===== src/hdl/i2ssc_pkg.sv =====
`default_nettype none

package i2ssc_pkg;

  // Width of the binary input and of the decimal result of the conversion.
  localparam int unsigned NumW      = 32;
  localparam int unsigned BcdDigits = 10;
  localparam int unsigned BcdW      = 4 * BcdDigits;
  localparam int unsigned BcdIdxW   = $clog2(BcdDigits);

  // Kinds of controller writes.
  localparam logic WK_SCAN  = 1'b0;
  localparam logic WK_DIGIT = 1'b1;

  // Error run: scan limit and segment codes for "1", "r" and "E".
  localparam logic [2:0] ERR_LIMIT = 3'd3;
  localparam logic [2:0] ERR_POS_ONE = 3'd0;
  localparam logic [2:0] ERR_POS_R0  = 3'd1;
  localparam logic [2:0] ERR_POS_R1  = 3'd2;
  localparam logic [7:0] SEG_ONE = 8'h30;
  localparam logic [7:0] SEG_R   = 8'h05;
  localparam logic [7:0] SEG_E   = 8'h4F;

  // Seven-segment code of a decimal digit, bit 6 = a down to bit 0 = g.
  function automatic logic [7:0] seg_code(input logic [3:0] digit);
    logic [7:0] code;
    case (digit)
      4'd0:    code = 8'h7E;
      4'd1:    code = 8'h30;
      4'd2:    code = 8'h6D;
      4'd3:    code = 8'h79;
      4'd4:    code = 8'h33;
      4'd5:    code = 8'h5B;
      4'd6:    code = 8'h5F;
      4'd7:    code = 8'h70;
      4'd8:    code = 8'h7F;
      4'd9:    code = 8'h7B;
      default: code = 8'h00;
    endcase
    return code;
  endfunction

  // Segment code at a position of the error run.
  function automatic logic [7:0] err_code(input logic [2:0] pos);
    logic [7:0] code;
    case (pos)
      ERR_POS_ONE: code = SEG_ONE;
      ERR_POS_R0:  code = SEG_R;
      ERR_POS_R1:  code = SEG_R;
      default:     code = SEG_E;
    endcase
    return code;
  endfunction

endpackage

`default_nettype wire


===== src/hdl/i2ssc_bcd.sv =====
`default_nettype none

// Bit-serial binary to BCD converter (shift and add three), one input bit per cycle.
module i2ssc_bcd (
  input  wire logic                      clk_i,
  input  wire logic                      rst_ni,
  input  wire logic                      start_i,
  input  wire logic [i2ssc_pkg::NumW-1:0] number_i,
  output logic                           done_o,
  output logic [i2ssc_pkg::BcdW-1:0]     bcd_o
);
  import i2ssc_pkg::*;

  localparam int unsigned CntW = $clog2(NumW);
  localparam logic [CntW-1:0] CntLast = CntW'(NumW - 1);

  logic            busy_q, busy_d;
  logic [CntW-1:0] cnt_q, cnt_d;
  logic [NumW-1:0] bin_q, bin_d;
  logic [BcdW-1:0] bcd_q, bcd_d;
  logic [BcdW-1:0] adj;

  // Every digit of five or more gets three added before the shift.
  always_comb begin
    for (int i = 0; i < BcdDigits; i++) begin
      if (bcd_q[4*i +: 4] >= 4'd5) begin
        adj[4*i +: 4] = bcd_q[4*i +: 4] + 4'd3;
      end else begin
        adj[4*i +: 4] = bcd_q[4*i +: 4];
      end
    end
  end

  always_comb begin
    busy_d = busy_q;
    cnt_d  = cnt_q;
    bin_d  = bin_q;
    bcd_d  = bcd_q;
    if (start_i) begin
      busy_d = 1'b1;
      cnt_d  = '0;
      bin_d  = number_i;
      bcd_d  = '0;
    end else if (busy_q) begin
      bcd_d = {adj[BcdW-2:0], bin_q[NumW-1]};
      bin_d = bin_q << 1;
      cnt_d = cnt_q + 1'b1;
      if (cnt_q == CntLast) begin
        busy_d = 1'b0;
      end
    end
  end

  always_ff @(posedge clk_i or negedge rst_ni) begin
    if (!rst_ni) begin
      busy_q <= 1'b0;
      cnt_q  <= '0;
    end else begin
      busy_q <= busy_d;
      cnt_q  <= cnt_d;
    end
  end

  always_ff @(posedge clk_i) begin
    bin_q <= bin_d;
    bcd_q <= bcd_d;
  end

  assign done_o = busy_q && (cnt_q == CntLast);
  assign bcd_o  = bcd_q;

endmodule

`default_nettype wire


===== src/hdl/integer_to_seven_segment_commands.sv =====
// The first write of each run is the scan limit; a run holds N = 2 to 9 writes in all.
// The bit-serial decimal conversion runs before the writes, and no new input is taken
// during the conversion or while the writes of the run are still being loaded.
// A new input is taken while the final write of the previous run still waits.
// Reset (rst_ni, asynchronous, active low) clears the sequencer and the output valid flag.
`default_nettype none

module integer_to_seven_segment_commands #(
  parameter int unsigned MAX_DIGITS = 8
) (
  input  wire logic                       clk_i,
  input  wire logic                       rst_ni,
  input  wire logic                       in_valid_i,
  output logic                            in_ready_o,
  input  wire logic [i2ssc_pkg::NumW-1:0] number_i,
  output logic                            out_valid_o,
  input  wire logic                       out_ready_i,
  output logic                            write_kind_o,
  output logic [2:0]                      digit_position_o,
  output logic [7:0]                      write_data_o,
  output logic                            last_o
);
  import i2ssc_pkg::*;

  // Digits kept for the write phase.
  localparam int unsigned DigW = 4 * MAX_DIGITS;

  localparam logic [1:0] S_IDLE = 2'd0;
  localparam logic [1:0] S_CONV = 2'd1;
  localparam logic [1:0] S_EVAL = 2'd2;
  localparam logic [1:0] S_EMIT = 2'd3;

  logic [1:0]      state_q, state_d;
  logic            err_q, err_d;
  logic [2:0]      lim_q, lim_d;
  logic [2:0]      pos_q, pos_d;
  logic            scan_q, scan_d;
  logic [DigW-1:0] dig_q, dig_d;

  logic       out_valid_q, out_valid_d;
  logic       kind_q, kind_d;
  logic [2:0] opos_q, opos_d;
  logic [7:0] data_q, data_d;
  logic       last_q, last_d;

  logic                in_take;
  logic                conv_done;
  logic [BcdW-1:0]     bcd;
  logic                err_c;
  logic [BcdIdxW-1:0]  hi_c;
  logic                load;
  logic                digit_last;

  // The converter is started by each input transaction; the item is held there.
  assign in_ready_o = (state_q == S_IDLE);
  assign in_take    = in_valid_i && in_ready_o;

  i2ssc_bcd u_bcd (
    .clk_i    (clk_i),
    .rst_ni   (rst_ni),
    .start_i  (in_take),
    .number_i (number_i),
    .done_o   (conv_done),
    .bcd_o    (bcd)
  );

  // A nonzero decimal digit at or above MAX_DIGITS means the value cannot be
  // shown. The highest nonzero digit sets the scan limit; zero gives digit 0.
  always_comb begin
    err_c = 1'b0;
    hi_c  = '0;
    for (int i = 0; i < BcdDigits; i++) begin
      if (bcd[4*i +: 4] != 4'd0) begin
        hi_c = BcdIdxW'(i);
        if (i >= MAX_DIGITS) begin
          err_c = 1'b1;
        end
      end
    end
  end

  // The output register is refilled when empty or when its write is taken.
  assign load       = !out_valid_q || out_ready_i;
  assign digit_last = (pos_q == lim_q);

  always_comb begin
    state_d     = state_q;
    err_d       = err_q;
    lim_d       = lim_q;
    pos_d       = pos_q;
    scan_d      = scan_q;
    dig_d       = dig_q;
    out_valid_d = out_valid_q;
    kind_d      = kind_q;
    opos_d      = opos_q;
    data_d      = data_q;
    last_d      = last_q;

    if (out_valid_q && out_ready_i) begin
      out_valid_d = 1'b0;
    end

    case (state_q)
      S_IDLE: begin
        if (in_take) begin
          state_d = S_CONV;
        end
      end
      S_CONV: begin
        if (conv_done) begin
          state_d = S_EVAL;
        end
      end
      S_EVAL: begin
        // The conversion result is settled; latch the run's shape.
        err_d   = err_c;
        lim_d   = err_c ? ERR_LIMIT : hi_c[2:0];
        dig_d   = bcd[DigW-1:0];
        pos_d   = '0;
        scan_d  = 1'b1;
        state_d = S_EMIT;
      end
      S_EMIT: begin
        if (load) begin
          out_valid_d = 1'b1;
          if (scan_q) begin
            // The scan limit write always leads the run.
            kind_d = WK_SCAN;
            opos_d = '0;
            data_d = {5'd0, lim_q};
            last_d = 1'b0;
            scan_d = 1'b0;
          end else begin
            // Digit writes go out least significant first, one digit shifted out per write.
            kind_d = WK_DIGIT;
            opos_d = pos_q;
            data_d = err_q ? err_code(pos_q) : seg_code(dig_q[3:0]);
            last_d = digit_last;
            pos_d  = pos_q + 3'd1;
            dig_d  = dig_q >> 4;
            if (digit_last) begin
              state_d = S_IDLE;
            end
          end
        end
      end
      default: begin
        state_d = S_IDLE;
      end
    endcase
  end

  always_ff @(posedge clk_i or negedge rst_ni) begin
    if (!rst_ni) begin
      state_q     <= S_IDLE;
      out_valid_q <= 1'b0;
      scan_q      <= 1'b0;
      pos_q       <= '0;
    end else begin
      state_q     <= state_d;
      out_valid_q <= out_valid_d;
      scan_q      <= scan_d;
      pos_q       <= pos_d;
    end
  end

  always_ff @(posedge clk_i) begin
    err_q  <= err_d;
    lim_q  <= lim_d;
    dig_q  <= dig_d;
    kind_q <= kind_d;
    opos_q <= opos_d;
    data_q <= data_d;
    last_q <= last_d;
  end

  assign out_valid_o      = out_valid_q;
  assign write_kind_o     = kind_q;
  assign digit_position_o = opos_q;
  assign write_data_o     = data_q;
  assign last_o           = last_q;

endmodule

`default_nettype wire


===== config.mk =====
export PLATFORM = sky130hd
export DESIGN_NAME = integer_to_seven_segment_commands
export DESIGN_NICKNAME = d
export VERILOG_FILES = /design/src/hdl/i2ssc_pkg.sv /design/src/hdl/i2ssc_bcd.sv /design/src/hdl/integer_to_seven_segment_commands.sv
export SDC_FILE = /design/constraint.sdc
export NUM_CORES = 1
export LEC_CHECK = 0
export BUFFER_PORTS_ARGS = -buffer_cell sky130_fd_sc_hd__buf_4
export CORE_ASPECT_RATIO = 0.8
export CORE_MARGIN = 5
export CORE_UTILIZATION = 25
export DETAILED_ROUTE_END_ITERATION = 12
export SYNTH_ARGS = -nofsm -noshare
export SYNTH_HDL_FRONTEND = slang
export SYNTH_SLANG_ARGS = --single-unit

===== constraint.sdc =====
create_clock -name clk_i -period 3.35 [get_ports clk_i]
set_input_delay 0.5025 -clock clk_i [delete_from_list [all_inputs] [get_ports clk_i]]
set_output_delay 0.5025 -clock clk_i [all_outputs]
set_load 0.03 [all_outputs]

Word-level counts from Yosys, hierarchy flattened

Memories as Yosys holds them, arrays and structs flattened. A register that Yosys moved wholly into a read port is not among the register bits.
Cells that the tools add are included.

Reduce and logical (&&, ||, !) cells: 25
Equality and inequality tests: 12
Mux-type cells: 50
Order comparisons: 10
Add/subtract/negate cells: 12

Operator list:

| cell                | number |
|---|---|
| $mux 32             | 4 |
| $pmux 32 s2         | 1 |
| $ge 4x3->1 const B  | 10 |
| $mux 4              | 10 |
| $add 4x2->4 const B | 9 |
| $reduce_bool 4->1   | 9 |
| $mux 3              | 8 |
| $mux 2              | 9 |
| $pmux 7 s2          | 1 |
| $mux 1              | 11 |
| $mux 5              | 2 |
| $mux 8              | 1 |
| $ne 2x2->1 const B  | 4 |
| $pmux 2 s4          | 1 |
| $pmux 3 s2          | 1 |
| $add 5x1->5 const B | 1 |
| $eq 5x5->1 const B  | 1 |
| $reduce_and 5->1    | 1 |
| $eq 2x2->1 const B  | 2 |
| $reduce_and 2->1    | 2 |
| $reduce_bool 2->1   | 2 |
| $reduce_or 2->1     | 2 |
| $add 3x1->3 const B | 1 |
| $add 3x2->3 const B | 1 |
| 13 further kinds    | 15 |

ROM bits: 112
Memories kept: 1
Logic and storage cells: 128
Bits in registers: 134

Memory list:

| name            | depth | width | rd ports | clocked after memory_dff | write ports | line            | RTL |
|---|---|---|---|---|---|---|---|
| (no name shown) | 16    | 7     | 1        | 1                        | 0           | i2ssc_pkg.sv:27 | `case (digit)` |

Longest topological paths before layout

Gate-level depths: netlist (run 1).

Depth in word-level cells: 10
Gate-level depth with buffers: 14
Mapped depth without buffers: 13

Cells and area by module

Synthesis (run 1) repeated with hierarchy kept, for this count alone.

Cells, all modules: 624
Area total of the unflattened synthesis: 7,075.5 sq um

By module, submodules not included:

| module                            | area an instance (sq um) | cells each | times used | sequential area each (sq um) |
|---|---|---|---|---|
| i2ssc_bcd                         | 4,080.2                  | 400        | 1          | 1,911.8 |
| integer_to_seven_segment_commands | 2,995.4                  | 224        | 1          | 1,756.7 |

Worst setup path after synthesis (run 1)

OpenSTA, ideal clock, no wires.

Path type: flip-flop to flip-flop
Start point: register state_q[0]
End point: register with a tool-made name
Buffers on the path: 1
Arrival time: 2.421 ns
Stages on the path, launching flop included: 14
Setup slack: 0.803 ns
Setup time: 0.126 ns
Required time: 3.224 ns
Cells stage by stage: dfrtp_1 inv_1 ha_1 nor2b_2 a21oi_4 inv_2 buf_6 o21ai_0 ha_1 inv_1 nor2_1 a22oi_1 a221oi_2 a21oi_1

RTL lines:

| what                   | line                                     | RTL |
|---|---|---|
| from (decl)            | integer_to_seven_segment_commands.sv:33  | `logic [1:0] state_q, state_d;` |
| from (signal assigned) | integer_to_seven_segment_commands.sv:160 | `state_q <= state_d;` |

==> results.md, run 1 <==
- Non-Filler Instances: 1112
- First-pass GRT wire length: 23300 um
- R2r setup slk: 0.60 ns
- Worst path required time: 3.65 ns
- Max Slew Vio Count: 0
- Synth Area in Adders: 7.61%
- Final Hold Viols: 0
- Leakage: 0.00347 uW
- Synth Area in Simple Gates: 16.7%
- # IOs: 51
- Final setup viols: 0
- Worst-path fanout max: 49
- Int Power: 5480 uW
- Die height: 159 um
- Crit Path Category: flop to flop
- Average routed wire per standard cell: 12.8 um
- Netlist cell types: 50
- Max rail drop VDD: 469 uV
- PortBufs: 49
- Arrival time at the worst endpoint: 3.04 ns
- Number of buffers created by CTS: 17
- Initial antenna violation count: 0
- Seq pwr share: 39.0%
- Synth warnings: 0
- XOR/XNOR Fraction of Synth Area: 3.55%
- Iteration count of the initial detailed-routing pass: 4
- Initial Util: 25.3%
- Design Area, Final: 0.00825 mm2
- EDFF count, synth: 80
- Synth Net Count: 767
- R2R Path Start: state_q[1]
- RSZ-0062 raised after global routing: false
- FMAX: 364 MHz
- Post-CTS Setup Bufs: 0
- Cts hold-fix bufs: 1
- DR iter-0 viols: 204
- Skew final: 0.0102 ns
- Register area share after synthesis: 53.2%
- Fin nets: 813
- Horiz. Die Dim: 196 um
- Core ar.: 0.0272 mm2
- Layout cells sized above 1: 15.2%
- Row cnt: 54
- Slew HR: 64.6%
- DRT Wirelength: 14200 um
- Psw: 3280 uW
- Crit path from: state_q[1]
- Post-Syn Area: 0.00690 mm2
- Ys async rst share: 9.29%
- Die ar.: 0.0311 mm2
- Clock buffer depth: 2
- N_diodes: 0
- Worst-Skew Late Latency: 0.42 ns
- FF-to-FF path depth: 11
- Avg Inst Size Synth: 10.0 um2
- CTS Sinks: 140
- Vias in the first global route: 4592
- Max Cap Viol: 0
- Hold Path Class: input port to flop
- Critical Path Start Type: flop
- Primary FF master, synth: edfxtp_1
- H-tree depth: 4
- Tightest Pin Transition: 0.532 ns
- Post-route ant nets: 0
- Post-route DRC: 0
- Clock-pin slew on the worst setup and hold paths: 0.06 ns
- Crit end category: flop
- Power Dens Cells: 1060 mW/mm2
- #FFs+latches synth: 140
- Routability cong.: 0.800
- Outcome: finished clean
- Clock power share: 21.4%
- Area Growth Syn to Fin: 19.6%
- Tot GR Track Use: 9.35%
- Post-Syn Instances: 689
- Mux cell area share after synthesis: 5.11%
- Vias: 4761
- TNS Setup: 0 ns
- Fin crit period: 2.75 ns
- CTS tree: done
- Via-to-Cell Ratio: 4.28
- Fin crit share: 82.0%
- Detailed placer's ending HPWL: 9720 um
- Switching part of the total: 37.5%
- Placed Area: 0.00766 mm2
- Combinational share of power: 39.6%
- Cts repair resizes: 0
- Largest net degree at the start of global routing: 68
- Largest family of logic cells by synthesized area: simple AND/OR/NAND/NOR gates
- Complex-gate fraction of the synthesized area: 10.0%
- GRT Residual Overflow: 0
- Cell total after placement: 1079
- Clock root cell: clkbuf_16
[worst max-delay path, cell delays in order (launching register included)]
cell and delay [ns]:
dfrtp_1 0.39, ha_2 0.24, buf_4 0.43, mux2i_1 0.38, nand2_1 0.08, o21ai_0 0.18, ha_1 0.26, inv_1 0.05
nor2_1 0.10, a22oi_1 0.09, a221oi_2 0.33, a21oi_1 0.08
[cells by family after synthesis]
kind of cell	Yosys count
AND/OR/NAND/NOR	265
flip-flops	140
AO/OA/AOI/OAI	117
buffers and inverters	63
adder cells (fa/ha/maj)	42
multiplexers	33
XOR/XNOR	28
other	1
[registers in the layout, indices dropped and copies added, names as in the netlist, named ones only]
signal,cells
dig_q,32
u_bcd.bin_q,32
scan_q,1
state_q,2
last_o,1
u_bcd.cnt_q,5
err_q,1
write_data_o,7
u_bcd.busy_q,1
pos_q,3
u_bcd.bcd_o,40
lim_q,3
out_valid_o,1
digit_position_o,3
write_kind_o,1
[layer usage]
metal  wire (um)  GRT usage (%)  vias up  part of all wire (%)
li1            -              -     2429                     -
met1        7480           13.3     2243                    53
met2        5950           13.7       72                    42
met3         549           2.56       17                   3.9
met4         232           3.32        0                   1.6
met5           0              0        -                     0
[cells in the mapped netlist (8+ instances only)]
library cell / count / area share, %
edfxtp_1: 80 / 35
ha_1: 42 / 7.6
inv_1: 32 / 1.7
nand3_1: 21 / 1.5
nand2_1: 160 / 8.7
mux2_2: 15 / 2.4
o211ai_1: 8 / 0.87
dfxtp_1: 47 / 14
mux2i_1: 17 / 2.5
clkbuf_1: 18 / 0.98
o21ai_0: 41 / 3.0
nor2_1: 44 / 2.4
dfrtp_1: 13 / 4.7
nand2b_1: 19 / 1.7
a21o_1: 10 / 1.1
a21oi_1: 41 / 3.0
xnor2_1: 22 / 2.8
[metrics by stage]
| step | hold slack (ns) | setup WS [ns] | utilization (%) | power (uW) |
|---|---|---|---|---|
| floorplan | 0.207 | 0.803 | - | 6040 |
| global placement | 0.367 | 0.681 | 28.1 | 6830 |
| detailed placement | 0.365 | 0.576 | 28.1 | 6930 |
| CTS | 0.324 | 0.590 | 30.3 | 8840 |
| global route | 0.327 | 0.247 | 30.3 | 9490 |
| finish | 0.341 | 0.604 | 30.3 | 8760 |
[power by group through the flow]
stage / registers, uW / logic [uW] / clock network (uW)
floorplan: 3380 / 2670 / 0
global placement: 3430 / 3400 / 0
detailed placement: 3440 / 3480 / 0
CTS: 3420 / 3510 / 1920
global route: 3520 / 3970 / 1990
finish: 3420 / 3460 / 1870
[how the worst min path moves through the flow]
stage / from / end / slack, ns / cells after the start
2_1_floorplan: rst_ni / out_valid_o / 0.21 / 0
3_3_place_gp: rst_ni / out_valid_o / 0.37 / 1
3_5_place_dp: rst_ni / out_valid_o / 0.37 / 1
4_1_cts: number_i[23] / u_bcd.bin_q[23] / 0.32 / 3
5_1_grt: number_i[14] / u_bcd.bin_q[14] / 0.33 / 3
6_report: number_i[14] / u_bcd.bin_q[14] / 0.34 / 3
[layout make-up]
cell class | count | area, um2
fill | 2801 | 19000
sequential | 140 | 3670
multi-input combinational | 486 | 2980
tap | 364 | 455
clock buffer | 19 | 443
timing repair buffer | 57 | 443
clock inverter | 13 | 141
inverter | 33 | 124
[cells in the final DEF (no fill, tap or decap), types with 3 or more instances in the layout]
master      synthesis  final
mux2i_1            17     17
inv_1              32     32
a21o_1             10     10
ha_1               42     41
inv_6               0      3
clkinvlp_4          0      6
buf_4               1     55
nor2b_1             3      3
nor3_1              3      3
clkbuf_16           0     17
edfxtp_1           80     80
o21ai_0            41     41
nor2_1             44     44
xnor2_1            22     22
a21oi_1            41     41
nand3_1            21     21
dfxtp_1            47     47
dfrtp_1            13     12
nand2b_1           19     19
o211ai_1            8      8
mux2_2             15     15
xor2_1              6      6
nand2_1           160    160
Power figures use the tool's default switching activity.
==> run 2: changes to the inputs <==
--- a/config.mk
+++ b/config.mk
@@ -5,6 +5,7 @@
 export SDC_FILE = /design/constraint.sdc
 export NUM_CORES = 1
 export LEC_CHECK = 0
+export ABC_AREA = 1
 export BUFFER_PORTS_ARGS = -buffer_cell sky130_fd_sc_hd__buf_4
 export CORE_ASPECT_RATIO = 0.8
 export CORE_MARGIN = 5
==> constraint.sdc (replaced) <==
create_clock -name clk_i -period 2.65 [get_ports clk_i]
set_input_delay 0.3975 -clock clk_i [delete_from_list [all_inputs] [get_ports clk_i]]
set_output_delay 0.3975 -clock clk_i [all_outputs]
set_load 0.03 [all_outputs]
==> results.md, run 2 <==
- Skew final: 0.0134 ns
- Vias in the first global route: 4796
- FF-to-FF path depth: 11
- Seq pwr share: 40.0%
- Max Slew Vio Count: 0
- DRT Wirelength: 14000 um
- Most frequent cells in the layout: nand2_1 (210), o21ai_0 (86), edfxtp_1 (80), inv_1 (74), buf_4 (58)
- Via-to-Cell Ratio: 4.24
- Combinational share of power: 34.7%
- Cts repair resizes: 0
- Outcome: finished clean
- EDFF count, synth: 80
- Die ar.: 0.0307 mm2
- #FFs+latches synth: 140
- Worst-Skew Late Latency: 0.42 ns
- Max rail drop VDD: 565 uV
- Max reg flops: 40
- Routability cong.: 0.766
- Clock root cell: clkbuf_16
- Tot Pwr: 9470 uW
- Hold Path Class: input port to flop
- H-tree depth: 4
- Post-route DRC: 0
- Final setup viols: 0
- Crit end category: flop
- Horiz. Die Dim: 195 um
- Fin nets: 878
- Post-route ant nets: 0
- Initial Util: 25.1%
- FMAX: 437 MHz
- Non-Filler Instances: 1177
- Primary FF master, synth: edfxtp_1
- Vias: 4995
- Design Area, Final: 0.00819 mm2
- Psw: 3490 uW
- Final Hold Viols: 0
- Leakage: 0.00349 uW
- R2r setup slk: 0.36 ns
- RSZ-0062 raised after global routing: false
- Critical Path Start Type: flop
- Area Growth Syn to Fin: 20.2%
- Avg Inst Size Synth: 9.13 um2
- TNS Setup: 0 ns
- GRT Residual Overflow: 0
- Switching part of the total: 36.9%
- Buf+Inv Stages, Crit Path: 2
- Core ar.: 0.0271 mm2
- Count leader, synth: nand2_1
- Worst path slowest cell: dfrtp_1
- Layout cells sized above 1: 14.3%
- Synth warnings: 0
- Placed Area: 0.00758 mm2
- Commonest non-fill, non-tap cell in the layout: nand2_1
- Max Cap Viol: 0
- Tot GR Track Use: 9.31%
- Crit Path Category: flop to flop
- Crit path cell chain: inv_1 -> ha_1 -> nand2_4 -> nand2_4 -> nand2_1 -> nand2_2 -> clkinv_2 -> ha_1 -> nand3b_1 -> nand2_1 -> nand2_1
- Register area share after synthesis: 53.9%
- N_diodes: 0
- Synth Net Count: 824
- PortBufs: 49
- Netlist cell types: 39
- Number of buffers created by CTS: 17
- Int Power: 5980 uW
- Die height: 158 um
- Worst Hold Launch: number_i[21]
- Worst-path fanout max: 21
- Post-Syn Area: 0.00681 mm2
- CTS Sinks: 140
- DR iter-0 viols: 318
- Largest net degree at the start of global routing: 55
- Top post-synthesis cells by area: edfxtp_1 (35%), dfxtp_1 (14%), nand2_1 (12%)
- Ys async rst share: 9.29%
- Worst hold endpoint: u_bcd.bin_q[21]
- Most frequent cells after synthesis: nand2_1 (211), o21ai_0 (86), edfxtp_1 (80)
- Arrival time at the worst endpoint: 2.59 ns
- Initial antenna violation count: 0
- Most area-hungry cell type in the Yosys netlist: edfxtp_1
- Most frequent CP cell: nand2_1
- # IOs: 51
- CTS tree: done
- Worst path top cell family by delay: simple AND/OR/NAND/NOR gates
- Row cnt: 54
- Area share of the largest cell type after synthesis: 35.3%
- Detailed placer's ending HPWL: 9640 um
- Clock power share: 25.3%
- Worst path required time: 2.95 ns
- First-pass GRT wire length: 23300 um
- Post-Syn Instances: 746
- Fin crit period: 2.29 ns
- Clock buffer depth: 2
- Max stage delay on crit path: 0.42 ns
- Power Dens Cells: 1160 mW/mm2
- R2R Path Start: state_q[0]
- Clock-pin slew on the worst setup and hold paths: 0.06 ns
- Hold path depth: 3
- Fin crit share: 86.4%
- Cell total after placement: 1144
- Iteration count of the initial detailed-routing pass: 5
- Average routed wire per standard cell: 11.9 um
-- run 2: how the worst max path moves through the flow --
| stage | depth (start not counted) | startpoint | to |
|---|---|---|---|
| 2_1_floorplan | 11 | state_q[0] | flop |
| 3_3_place_gp | 11 | state_q[0] | flop |
| 3_5_place_dp | 11 | state_q[0] | flop |
| 4_1_cts | 11 | state_q[0] | flop |
| 5_1_grt | 11 | state_q[0] | flop |
| 6_report | 11 | state_q[0] | flop |
-- run 2: cell type report --
| cell class | count | area (um2) |
|---|---|---|
| clock buffer | 20 | 458 |
| clock inverter | 12 | 136 |
| fill | 2797 | 18900 |
| inverter | 80 | 302 |
| multi-input combinational | 502 | 2720 |
| sequential | 140 | 3670 |
| tap | 364 | 455 |
| timing repair buffer | 59 | 445 |
-- run 2: repair_timing --
item | 4_1_cts | 5_1_grt
endpoints found under the hold margin | 13 | 0
setup buffers | 0 | 0
hold buffers | 1 | 0
-- run 2: worst register-to-register path: cells and delay by family (launching register included) --
family / cells / cell delay (ns)
AND/OR/NAND/NOR: 7 / 0.92
adder cells (fa/ha/maj): 2 / 0.61
flip-flops: 1 / 0.42
buffers and inverters: 2 / 0.22
-- run 2: metrics by stage --
stage | setup slack, ns | hold slack [ns] | utilization, %
2_1_floorplan | 0.469 | 0.102 | -
3_3_place_gp | 0.435 | 0.255 | 28.0
3_5_place_dp | 0.351 | 0.254 | 28.0
4_1_cts | 0.315 | 0.219 | 30.2
5_1_grt | 0.160 | 0.218 | 30.2
6_report | 0.362 | 0.240 | 30.2
-- run 2: kinds of logic after synthesis --
family	count (synthesis)	synth area share, %
flops	140	53.9
other cells	1	0.0551
xor+xnor	11	1.41
simple gates	307	19.5
fa+ha+maj	42	7.72
compound gates	141	11.2
buf+inv	104	6.23
-- run 2: power groups by stage --
stage	Combinational [uW]	Clock (uW)	Sequential, uW
3_3_place_gp	3270	0	3810
5_1_grt	3780	2570	3870
6_report	3280	2400	3790
4_1_cts	3330	2450	3790
3_5_place_dp	3300	0	3820
2_1_floorplan	2440	0	3800
-- run 2: per-layer routing --
layer | up-vias | share of wire [%] | global-route usage (%)
met5 | - | 0 | 0
met4 | 0 | 1.8 | 3.75
met3 | 22 | 4.0 | 2.53
met2 | 109 | 42 | 13.6
met1 | 2281 | 52 | 13.1
li1 | 2583 | - | -
==> run 3: changes to the inputs <==
--- a/config.mk
+++ b/config.mk
@@ -5,10 +5,8 @@
 export SDC_FILE = /design/constraint.sdc
 export NUM_CORES = 1
 export LEC_CHECK = 0
-export ABC_AREA = 1
 export BUFFER_PORTS_ARGS = -buffer_cell sky130_fd_sc_hd__buf_4
 export CORE_ASPECT_RATIO = 0.8
-export CORE_MARGIN = 5
 export CORE_UTILIZATION = 25
 export DETAILED_ROUTE_END_ITERATION = 12
 export SYNTH_ARGS = -nofsm -noshare
==> results.md, run 3 (synthesis results as in run 1) <==
- N_diodes: 0
- Arrival time at the worst endpoint: 2.75 ns
- Commonest non-fill, non-tap cell in the layout: nand2_1
- Die ar.: 0.0283 mm2
- R2r setup slk: 0.20 ns
- Max rail drop VDD: 572 uV
- Crit path cell chain: inv_1 -> ha_1 -> nor2b_4 -> a21oi_4 -> inv_2 -> o21ai_0 -> ha_1 -> inv_1 -> nor2_1 -> a22oi_1 -> a221oi_2 -> a21oi_1
- Row cnt: 54
- Worst path required time: 2.94 ns
- Average routed wire per standard cell: 11.9 um
- # IOs: 51
- Critical Path Start Type: flop
- Worst-Skew Late Latency: 0.42 ns
- Fin nets: 816
- H-tree depth: 4
- DR iter-0 viols: 319
- Placed Area: 0.00768 mm2
- Worst-path fanout max: 9
- Clock buffer depth: 2
- FF-to-FF path depth: 12
- Max Cap Viol: 0
- Via-to-Cell Ratio: 4.22
- Post-route DRC: 0
- Fin crit share: 92.6%
- Worst Hold Launch: number_i[19]
- Routability cong.: 0.780
- FF/Latch Area: 0.00367 mm2
- GRT Residual Overflow: 0
- Finished Core Util: 30.7%
- Max Slew Vio Count: 0
- Initial Util: 25.3%
- R2R Path Start: state_q[0]
- Iteration count of the initial detailed-routing pass: 4
- Final setup viols: 0
- Worst hold endpoint: u_bcd.bin_q[19]
- Hold Path Class: input port to flop
- Detailed placer's ending HPWL: 8920 um
- Pre-CTS setup slack: 0.198 ns
- FMAX: 408 MHz
- Leakage: 0.00352 uW
- CTS tree: done
- Area Growth Syn to Fin: 21.0%
- Tot GR Track Use: 9.79%
- Slew HR: 61.0%
- Buf+Inv Stages, Crit Path: 3
- Horiz. Die Dim: 188 um
- Most frequent cells in the layout: nand2_1 (160), edfxtp_1 (80), buf_4 (58), dfxtp_1 (47), nor2_1 (44)
- Post-route ant nets: 0
- Number of buffers created by CTS: 17
- Final Hold Viols: 0
- Tot Pwr: 11300 uW
- DRT Wirelength: 13300 um
- Initial antenna violation count: 0
- CTS Sinks: 140
- Vias in the first global route: 4320
- Tightest Pin Transition: 0.586 ns
- PnR worst setup slack: 0.197 ns
- Crit Path Category: flop to flop
- RSZ-0062 raised after global routing: false
- Power Dens Cells: 1350 mW/mm2
- Max reg flops: 40
- Outcome: finished clean
- Core ar.: 0.0272 mm2
- First-pass GRT wire length: 21800 um
- Clock-pin slew on the worst setup and hold paths: 0.06 ns
- Crit end category: flop
- Die height: 151 um
- Filler cell count: 2766
- Hold path depth: 3
- Design Area, Final: 0.00835 mm2
- Fin crit period: 2.45 ns
- Largest net degree at the start of global routing: 68
- Worst path slowest cell: dfrtp_1
- Max stage delay on crit path: 0.41 ns
- Multi-input gate area: 0.00299 mm2
- Vias: 4706
- Worst path top cell family by delay: compound AO/OA/AOI/OAI gates
- Skew final: 0.0108 ns
- Clock root cell: clkbuf_16
- PortBufs: 49
- Layout cells sized above 1: 15.4%
- TNS Setup: 0 ns
## run 3: final cells by class
type	instances	area share (%)
Tap cell	364	5.45
Clock buffer	22	5.81
Clock inverter	10	1.93
Inverter	33	1.48
Sequential cell	140	43.9
Multi-Input combinational cell	486	35.8
Timing Repair Buffer	60	5.57
## run 3: metrics by stage
stage	cells	hold slack [ns]
4_1_cts	1115	0.217
3_5_place_dp	1082	0.261
2_1_floorplan	689	0.102
5_1_grt	1115	0.223
6_report	1115	0.236
3_3_place_gp	1082	0.261
## run 3: worst min-delay path, cell delays in order
cell and delay (ns):
buf_4 0.07, nand2_1 0.04, nand2_1 0.04
## run 3: worst max path at each step
stage | startpoint | endpoint | slack (ns) | cells after the start
2_1_floorplan | state_q[0] | flop | 0.10 | 13
3_3_place_gp | out_ready_i | flop | 0.29 | 11
3_5_place_dp | out_ready_i | flop | 0.20 | 11
4_1_cts | state_q[1] | flop | 0.15 | 12
5_1_grt | state_q[0] | flop | 0.03 | 12
6_report | state_q[0] | flop | 0.20 | 12
## run 3: where the power goes
group | internal, uW | switching, uW | leakage (uW)
clock network | 1680 | 900 | 0.000307
logic | 1900 | 2520 | 0.00185
registers | 3660 | 629 | 0.00136
## run 3: timing repair
action                                  4_1_cts  5_1_grt
gates resized for setup                       0        2
hold buffers                                  1        0
setup buffers                                 0        0
endpoints found under the setup margin        0        2
endpoints found under the hold margin        13        0
## run 3: layer usage
| layer | global-route usage (%) | vias to the layer above | part of all wire (%) |
|---|---|---|---|
| li1 | - | 2438 | - |
| met1 | 13.7 | 2198 | 53 |
| met2 | 14.1 | 61 | 42 |
| met3 | 3.03 | 9 | 3.5 |
| met4 | 3.54 | 0 | 0.99 |
| met5 | 0 | - | 0 |
